$ cat src/rtl/sfp_pkg.sv
// ----------------------------------------------------------------------------
// sfp_pkg: shared types and constants of the serial frame parser
// Holds the frame geometry, the register indexes, the parser state type and
// the layout of one decoded frame.
// ----------------------------------------------------------------------------
package sfp_pkg;

    localparam int FRAME_BYTES = 17;
    localparam int POS_W       = 5;
    localparam int XOR_BYTES   = 14;

    localparam logic [POS_W-1:0] LAST_POS    = POS_W'(FRAME_BYTES - 1);
    localparam logic [POS_W-1:0] XOR_END_POS = POS_W'(XOR_BYTES);

    localparam logic [7:0] HEADER_RESET  = 8'hFF;
    localparam logic [7:0] TRAILER_RESET = 8'hEE;

    // Configuration register indexes.
    localparam logic REG_HEADER  = 1'b0;
    localparam logic REG_TRAILER = 1'b1;

    typedef enum logic [1:0] {
        ST_SEARCH,
        ST_HEADER_ONE,
        ST_BODY
    } parse_state_t;

    // One decoded frame, time_high in the lowest bits and channel_six in the highest.
    typedef struct packed {
        logic [7:0] channel_six;
        logic [7:0] channel_five;
        logic [7:0] channel_four;
        logic [7:0] channel_three;
        logic [7:0] channel_two;
        logic [7:0] channel_one;
        logic [7:0] time_low;
        logic [7:0] time_high;
    } frame_fields_t;

    // Result of one parser step handed to the output stage.
    typedef struct packed {
        logic          good;
        frame_fields_t fields;
    } step_result_t;

endpackage

$ cat src/rtl/sfp_core.sv
// ----------------------------------------------------------------------------
// sfp_core: header search, body capture and frame check
// Advances the parser by one byte whenever step is high and reports a good
// frame on the same cycle as its last byte.
// ----------------------------------------------------------------------------
module sfp_core import sfp_pkg::*; (
    input  logic         aclk,
    input  logic         aresetn,
    input  logic         step,
    input  logic [7:0]   rx_byte,
    input  logic [7:0]   header_byte,
    input  logic [7:0]   trailer_byte,
    output step_result_t result
);

    parse_state_t     state_reg, state_next;
    logic [POS_W-1:0] pos_reg, pos_next;
    logic [7:0]       xor_reg, xor_next;
    logic [7:0]       store_reg [FRAME_BYTES];
    logic             store_we;
    logic             frame_ok;

    always_ff @(posedge aclk) begin
        if (!aresetn) begin
            state_reg <= ST_SEARCH;
            pos_reg   <= '0;
        end else if (step) begin
            state_reg <= state_next;
            pos_reg   <= pos_next;
        end
    end

    // Running checksum over bytes 0 to 13; cleared when a frame starts.
    always_ff @(posedge aclk) begin
        if (step) begin
            xor_reg <= xor_next;
        end
    end

    always_ff @(posedge aclk) begin
        if (step && store_we) begin
            store_reg[pos_reg] <= rx_byte;
        end
    end

    always_comb begin
        state_next = state_reg;
        pos_next   = pos_reg;
        xor_next   = xor_reg;
        store_we   = 1'b0;
        frame_ok   = 1'b0;
        unique case (state_reg)
            ST_SEARCH: begin
                if (rx_byte == header_byte) begin
                    state_next = ST_HEADER_ONE;
                end
            end
            ST_HEADER_ONE: begin
                if (rx_byte == header_byte) begin
                    state_next = ST_BODY;
                    pos_next   = '0;
                    xor_next   = '0;
                end else begin
                    state_next = ST_SEARCH;
                end
            end
            ST_BODY: begin
                store_we = (pos_reg <= LAST_POS);
                pos_next = pos_reg + POS_W'(1);
                if (pos_reg < XOR_END_POS) begin
                    xor_next = xor_reg ^ rx_byte;
                end
                if (pos_reg == LAST_POS) begin
                    // The last byte is still on the input, not yet stored.
                    frame_ok   = (store_reg[15] == trailer_byte) &&
                                 (rx_byte == trailer_byte) &&
                                 (xor_reg == store_reg[14]);
                    state_next = ST_SEARCH;
                end
            end
            default: begin
                state_next = ST_SEARCH;
            end
        endcase
    end

    assign result.good                 = frame_ok;
    assign result.fields.time_high     = store_reg[2];
    assign result.fields.time_low      = store_reg[3];
    assign result.fields.channel_one   = store_reg[5];
    assign result.fields.channel_two   = store_reg[7];
    assign result.fields.channel_three = store_reg[9];
    assign result.fields.channel_four  = store_reg[11];
    assign result.fields.channel_five  = store_reg[13];
    assign result.fields.channel_six   = store_reg[15];

endmodule

$ cat src/rtl/serial_frame_parser_top.sv
// ----------------------------------------------------------------------------
// serial_frame_parser_top: sync-header frame parser with XOR checksum
// Finds two header bytes, captures a 17-byte body, checks trailer and
// checksum, and emits the time index and six channel bytes of good frames.
// ----------------------------------------------------------------------------
//
//  Channel   Dir  Payload (lowest bit first)                     Words
//  s_axis    in   rx_byte                                        one per byte
//  m_axis    out  time_high, time_low, channel_one .. channel_six one per frame
//  cfg       in   index 0 header_byte, index 1 trailer_byte      single write
//
// The parser takes one byte every cycle while the output is free. A byte is
// first captured in an input register and is parsed once the output slot is
// free; a good frame's word is loaded into the output register at the edge
// where its last byte is parsed, and is offered on m_axis from there. Reset is
// synchronous and active low: it clears the parser to header search and both
// registers to their defaults. While a result waits untaken on m_axis the
// parser holds: the input register takes one more byte, and then the input
// stalls until the word is taken.
//
module serial_frame_parser_top import sfp_pkg::*; (
    input  logic        aclk,
    input  logic        aresetn,

    input  logic        s_axis_tvalid,
    output logic        s_axis_tready,
    input  logic [7:0]  s_axis_tdata,   // [7:0] rx_byte

    output logic        m_axis_tvalid,
    input  logic        m_axis_tready,
    output logic [63:0] m_axis_tdata,   // [7:0] time_high, [15:8] time_low,
                                        // [23:16] channel_one, [31:24] channel_two,
                                        // [39:32] channel_three, [47:40] channel_four,
                                        // [55:48] channel_five, [63:56] channel_six

    input  logic        cfg_wr_en,
    input  logic        cfg_index,
    input  logic [7:0]  cfg_wr_data
);

    logic          in_valid_reg, in_valid_next;
    logic [7:0]    in_byte_reg;
    logic          out_valid_reg, out_valid_next;
    frame_fields_t out_data_reg;
    logic [7:0]    header_reg;
    logic [7:0]    trailer_reg;
    logic          out_free;
    logic          step;
    logic          s_accept;
    step_result_t  core_result;

    // Config registers. The user must write only while the parser is idle; unchecked.
    always_ff @(posedge aclk) begin
        if (!aresetn) begin
            header_reg  <= HEADER_RESET;
            trailer_reg <= TRAILER_RESET;
        end else if (cfg_wr_en) begin
            if (cfg_index == REG_HEADER) begin
                header_reg <= cfg_wr_data;
            end else begin
                trailer_reg <= cfg_wr_data;
            end
        end
    end

    // The output slot is free if it is empty or being emptied this cycle.
    // The held byte is parsed whenever the slot is free, so a byte that
    // finishes a good frame always has somewhere to put its result.
    assign out_free      = !out_valid_reg || m_axis_tready;
    assign step          = in_valid_reg && out_free;
    assign s_axis_tready = !in_valid_reg || out_free;
    assign s_accept      = s_axis_tvalid && s_axis_tready;

    always_comb begin
        in_valid_next = in_valid_reg;
        if (s_accept) begin
            in_valid_next = 1'b1;
        end else if (step) begin
            in_valid_next = 1'b0;
        end
    end

    always_ff @(posedge aclk) begin
        if (!aresetn) begin
            in_valid_reg <= 1'b0;
        end else begin
            in_valid_reg <= in_valid_next;
        end
    end

    always_ff @(posedge aclk) begin
        if (s_accept) begin
            in_byte_reg <= s_axis_tdata;
        end
    end

    sfp_core u_core (
        .aclk         (aclk),
        .aresetn      (aresetn),
        .step         (step),
        .rx_byte      (in_byte_reg),
        .header_byte  (header_reg),
        .trailer_byte (trailer_reg),
        .result       (core_result)
    );

    always_comb begin
        out_valid_next = out_valid_reg;
        if (step && core_result.good) begin
            out_valid_next = 1'b1;
        end else if (m_axis_tready) begin
            out_valid_next = 1'b0;
        end
    end

    always_ff @(posedge aclk) begin
        if (!aresetn) begin
            out_valid_reg <= 1'b0;
        end else begin
            out_valid_reg <= out_valid_next;
        end
    end

    always_ff @(posedge aclk) begin
        if (step && core_result.good) begin
            out_data_reg <= core_result.fields;
        end
    end

    assign m_axis_tvalid = out_valid_reg;
    assign m_axis_tdata  = out_data_reg;

endmodule

$ cat config.mk
export PLATFORM = sky130hd
export DESIGN_NAME = serial_frame_parser_top
export DESIGN_NICKNAME = d
export VERILOG_FILES = /design/src/rtl/sfp_pkg.sv /design/src/rtl/sfp_core.sv /design/src/rtl/serial_frame_parser_top.sv
export SDC_FILE = /design/constraint.sdc
export NUM_CORES = 1
export LEC_CHECK = 0
export BUFFER_PORTS_ARGS = -buffer_cell sky130_fd_sc_hd__buf_2
export CORE_UTILIZATION = 32
export DETAILED_ROUTE_END_ITERATION = 7
export GPL_TIMING_DRIVEN = 0
export PLACE_DENSITY = 0.6
export SYNTH_ARGS = -nofsm -noshare
export SYNTH_HDL_FRONTEND = slang
export SYNTH_SLANG_ARGS = --single-unit
$ cat constraint.sdc
create_clock -name aclk -period 5.69 [get_ports aclk]
set_input_delay 0.2845 -clock aclk [delete_from_list [all_inputs] [get_ports aclk]]
set_output_delay 0.2845 -clock aclk [all_outputs]
set_load 0.01 [all_outputs]
# Yosys cells after proc, flatten, opt, wreduce, memory -nomap -nowiden

Memory sizes are Yosys's and may differ from the RTL's. A register that Yosys moved wholly into a read port is not among the register bits.
Cells that the tools add are included.

Output and inout port bits: 66
Register bits: 49
Logic and storage cells: 63
Bits of input ports: 22
Memories: 1
RAM bits: 136

$lt $le $gt $ge: 2
Muxes and demuxes: 18
Equality and inequality tests: 11
Reduce and logical (&&, ||, !) cells: 19
Add/subtract/negate cells: 1
Bitwise logic cells: 2

Memory list:

| memory           | depth | width | read ports | clocked after Yosys merged registers in | wr ports | line           | source |
|---|---|---|---|---|---|---|---|
| u_core.store_reg | 17    | 8     | 9          | 7                                       | 1        | sfp_core.sv:19 | `logic [7:0] store_reg [FRAME_BYTES];` |

Operator list:

| operator                                                                      | number |
|---|---|
| 8-bit == test                                                                 | 4 |
| 8-bit two-way mux                                                             | 2 |
| 8-bit one-hot mux with 2 select lines                                         | 1 |
| 5-bit one-hot mux with 2 select lines                                         | 1 |
| 1-bit two-way mux                                                             | 9 |
| 2-bit by 1-bit inequality test with 1-bit output (second input constant)      | 4 |
| 8-bit bitwise XOR                                                             | 1 |
| 1-bit logical AND                                                             | 6 |
| 2-bit two-way mux                                                             | 3 |
| 2-bit one-hot mux with 3 select lines                                         | 1 |
| 3-bit AND reduction                                                           | 2 |
| 2-bit nonzero test                                                            | 3 |
| 5-bit by 1-bit adder with 5-bit output (second input constant)                | 1 |
| 5-bit == test (second input constant)                                         | 1 |
| 5-bit less-or-equal comparator (second input constant)                        | 1 |
| 5-bit by 4-bit less-than comparator with 1-bit output (second input constant) | 1 |
| 5-bit two-way mux                                                             | 1 |
| 2-bit AND reduction                                                           | 2 |
| 4-bit AND reduction                                                           | 1 |
| 2-bit by 1-bit == test with 1-bit output (second input constant)              | 1 |
| 2-bit == test (second input constant)                                         | 1 |
| 1-bit logical NOT                                                             | 2 |
| 2-bit logical NOT                                                             | 1 |
| 1-bit logical OR                                                              | 2 |
| 1-bit NOT                                                                     | 1 |

# Depth between registers and ports, before layout

Depth in word-level cells: 7
Mapped depth: 7
Gate-level depth less buffers: 7

# By module

A second synthesis with hierarchy kept.

Cells, all modules: 365
Area, all modules: 6332.3 sq um

By module, submodules not included:

| module                  | cells an instance | instances | area an instance (sq um) |
|---|---|---|---|
| sfp_core                | 207               | 1         | 3342.0 |
| serial_frame_parser_top | 158               | 1         | 2990.4 |

# Worst setup path after synthesis

No wires, ideal clock.

Kind: register -> register
From: register in_byte_reg[7]
To: register m_axis_tdata[0] (netlist name)
Slack: 0.408 ns
Arrival: 4.758 ns
Period minus slack after synthesis: 5.282 ns
Setup time: 0.524 ns
Stages on the path, launching flop included: 4
Cells stage by stage: edfxtp_1 -> or3_1 -> a211o_1 -> nor4_2

Word-level cells in the longest chain between the ends: 6

Ends and longest elaborated chain:

| what                   | line                           | source |
|---|---|---|
| start, declared        | serial_frame_parser_top.sv:42  | `logic [7:0] in_byte_reg;` |
| start signal, assigned | serial_frame_parser_top.sv:93  | `in_byte_reg <= s_axis_tdata;` |
| 8-bit == test          | sfp_core.sv:76                 | `(rx_byte == trailer_byte) &&` |
| 1-bit logical AND      | sfp_core.sv:75                 | `frame_ok = (store_reg[15] == trailer_byte) &&` |
| 1-bit logical AND      | sfp_core.sv:76                 |  |
| 1-bit two-way mux      | sfp_core.sv:73                 | `if (pos_reg == LAST_POS) begin` |
| 1-bit two-way mux      | sfp_core.sv:52                 | `unique case (state_reg)` |
| 1-bit logical AND      | serial_frame_parser_top.sv:125 | `if (step && core_result.good) begin` |

Every way passes these cells.
A chain may end at the register's enable or synchronous reset.

# Final worst setup path

From: register in_byte_reg[2]
To: register m_axis_tdata[21] (netlist name)

Word-level cells in the longest chain between the ends: 6

Ends and longest elaborated chain:

| what              | line |
|---|---|
| 8-bit == test     | sfp_core.sv:76 |
| 1-bit logical AND | sfp_core.sv:75 |
| 1-bit logical AND | sfp_core.sv:76 |
| 1-bit two-way mux | sfp_core.sv:73 |
| 1-bit two-way mux | sfp_core.sv:52 |
| 1-bit logical AND | serial_frame_parser_top.sv:125 |

Every way passes these cells.

==> results.yml <==
synthesis:
  synthArstFlopShare_pct: 0
  synthCells: 370
  yosysWarningCount: 0
  ys_types: 39
  synth_edf_count: 152
  netlist_top_cells_area: "edfxtp_1, dfxtp_1, xnor2_1, nand2_1, nand3_1"
  ys_seq_area_share_pct: 81.4
  yosys.area.top_type: "edfxtp_1"
  synth.cell_area_sq_um: 6220
  yosys.area.top_type_share_pct: 73.3
  ys_dominant_reg_cell: "edfxtp_1"
  avgSynthCellArea_sq_um: 16.8
  syn-num-nets: 398
  synth-seq-cells: 177
worst_setup_path:
  critPathArrivalTime_ns: 3.05
  critPathTopFamily: "simple AND/OR/NAND/NOR gates"
  crit_fanout: 18
  cp-start-kind: "flop"
  crit_start: "in_byte_reg[2]$_DFFE_PP_"
  crit_end: "m_axis_tdata[21]$_DFFE_PP_"
  cp.depth: 6
  cp_slowest_stage_delay_ns: 0.66
  crit_buf_inv: 2
  regToRegSetupSlack_ns: 2.75
  path_class: "flop to flop"
  cp_slowest_cell: "edfxtp_1"
  reg2reg_from: "in_byte_reg[2]$_DFFE_PP_"
  rr_worst_depth: 6
  required_ns: 5.80
  crit_chain: "or3_1, a22oi_1, o2111ai_1, nor4_4, buf_8, buf_6"
  reg2reg_to: "m_axis_tdata[21]$_DFFE_PP_"
  cp-end-kind: "flop"
global_route:
  grt_overflow: 0
  grt_pass1_wl_microns: 18700
  grtUsageTotal_pct: 12.8
  antenna_found_initial: 0
  grt_pass1_vias: 3375
  grt_max_degree: 19
clocking:
  h-tree-depth: 4
  numCtsBuffers: 17
  ctsResizeCount: 0
  clk_latency_ns: 0.42
  clockBufferDepth: 2
  cts.sink_count: 177
  cts_hold_buf: 0
  clk_pin_slew_ns: 0.06
  cts_setup_buffers: 0
  cts_tree: "built"
  cts_root_buf: "clkbuf_16"
die:
  row_count: 50
  die_h_microns: 141
  dieArea_sq_um: 20000
  core_area_sq_um: 18900
  fp.dieW_microns: 141
  initial_core_util_pct: 32.9
  io_pins: 88
drt:
  routedWlPerCell_microns: 15.9
  ant_nets: 0
  post-route-drc-count: 0
  routed_wl_microns: 12000
  drtIter0Drc: 176
  dr.pass1.iters: 5
  vias: 3324
  viasPerCell: 4.42
finish:
  final_cell_area_sq_um: 7630
  layout_common_cells: "edfxtp_1, buf_2, nand2_1, dfxtp_1"
  area_growth_pct: 22.6
  largest_reg_flops: 72
  layout-drive-gt1-share_pct: 26.0
  diodes: 0
  final_common_cell: "edfxtp_1"
  fin_nets: 507
pwr:
  p_per_area_nw_per_um2: 346
  vdd_ir_drop_max_uv: 147
  power.leakage_uw: 0.00261
run:
  maxCapViolCount: 0
run_status:
  status: "completed"
placed_design:
  pre_cts_ws_ns: 2.61
  placed_cell_area_sq_um: 7040
  hpwl_microns: 8170
  place.gp.congestion: 0.810
  portBuffers: 86
sta:
  skew_ns: 0.0106
  setup_slack_ns: 2.75
  finalCriticalPeriod_ns: 2.94
  tightest_slew_ns: 1.10
  fmax_mhz: 340
  finalHoldViolCount: 0
  finalSetupViolations: 0
  relSlewSlack_pct: 25.9
  maxSlewViolCount: 0
  post-route-period-util_pct: 51.7
  rsz0062_at_grt: "no"
hold_path:
  hp-class: "primary input to flop"
## Yosys cell counts, drive strengths merged (2+ instances only)
cell / n
a21oi: 3
or2: 2
nor3b: 2
nor3: 8
o22ai: 4
a21boi: 2
or3: 3
a32o: 3
nand2: 41
edfxtp: 152
and2: 2
nand3: 20
clkbuf: 9
nor2b: 4
ha: 6
dfxtp: 25
nand4: 5
xor2: 8
o21a: 2
nor2: 20
nand2b: 4
xnor2: 20
and3: 5
inv: 5
nor4: 3
## cells by family (layout without fill, tap and decap cells)
| logic type | count (synthesis) | in the layout | share of synthesized area [%] |
|---|---|---|---|
| xor gates and xnor gates | 28 | 28 | 3.94 |
| buffers and inverters | 15 | 137 | 1.03 |
| adders and majority gates | 6 | 6 | 1.21 |
| DFF | 177 | 177 | 81.4 |
| AOI/OAI and AO/OA | 25 | 25 | 3.36 |
| and+or+nand+nor | 119 | 119 | 9.09 |
## final cells by class
class / count / area, sq um
Clock inverter: 15 / 158
Inverter: 5 / 18.8
Clock buffer: 17 / 425
Buffer: 10 / 45.0
Timing Repair Buffer: 90 / 483
Tap cell: 260 / 325
Sequential cell: 177 / 5060
Fill cell: 1740 / 11300
Multi-Input combinational cell: 178 / 1110
## power breakdown
part           internal (uW)  switching, uW  total [uW]
Combinational           23.3           24.6        48.0
Sequential              1420           30.6        1450
Clock                    654            491        1140
## per-layer routing
layer	wire length (microns)	global-route usage, %
met4	173	5.26
met1	5110	15.3
met5	0	0
met3	641	3.71
met2	6030	21.6
## worst min-delay path by stage
stage,start,endpoint,slack [ns],depth (start not counted)
5_1_grt,s_axis_tdata[0],in_byte_reg[0]$_DFFE_PP_,0.03,1
3_3_place_gp,u_core.store_reg[2][6]$_DFFE_PP_,m_axis_tdata[6]$_DFFE_PP_,0.40,0
6_report,s_axis_tdata[0],in_byte_reg[0]$_DFFE_PP_,0.04,1
3_5_place_dp,u_core.store_reg[7][3]$_DFFE_PP_,m_axis_tdata[27]$_DFFE_PP_,0.40,0
4_1_cts,s_axis_tdata[0],in_byte_reg[0]$_DFFE_PP_,0.02,1
2_1_floorplan,s_axis_tdata[0],in_byte_reg[0]$_DFFE_PP_,0.38,0
## worst reg2reg max path, cell delays in order, from the launching register on
cell	delay, ns
edfxtp_1	0.66
or3_1	0.44
a22oi_1	0.30
o2111ai_1	0.21
nor4_4	0.56
buf_8	0.25
buf_6	0.21
## stage by stage
step	instances	hold WS (ns)	total power (uW)	util, %	setup TNS [ns]
6_report	752	0.0423	2640	40.4	0
5_1_grt	752	0.0267	2720	40.4	0
4_1_cts	752	0.0247	2660	40.4	0
3_5_place_dp	720	0.405	1520	37.3	0
3_3_place_gp	716	0.403	1520	36.9	-85.76
2_1_floorplan	370	0.383	1490	-	0
No activity file was read; power rests on OpenSTA's default activity.
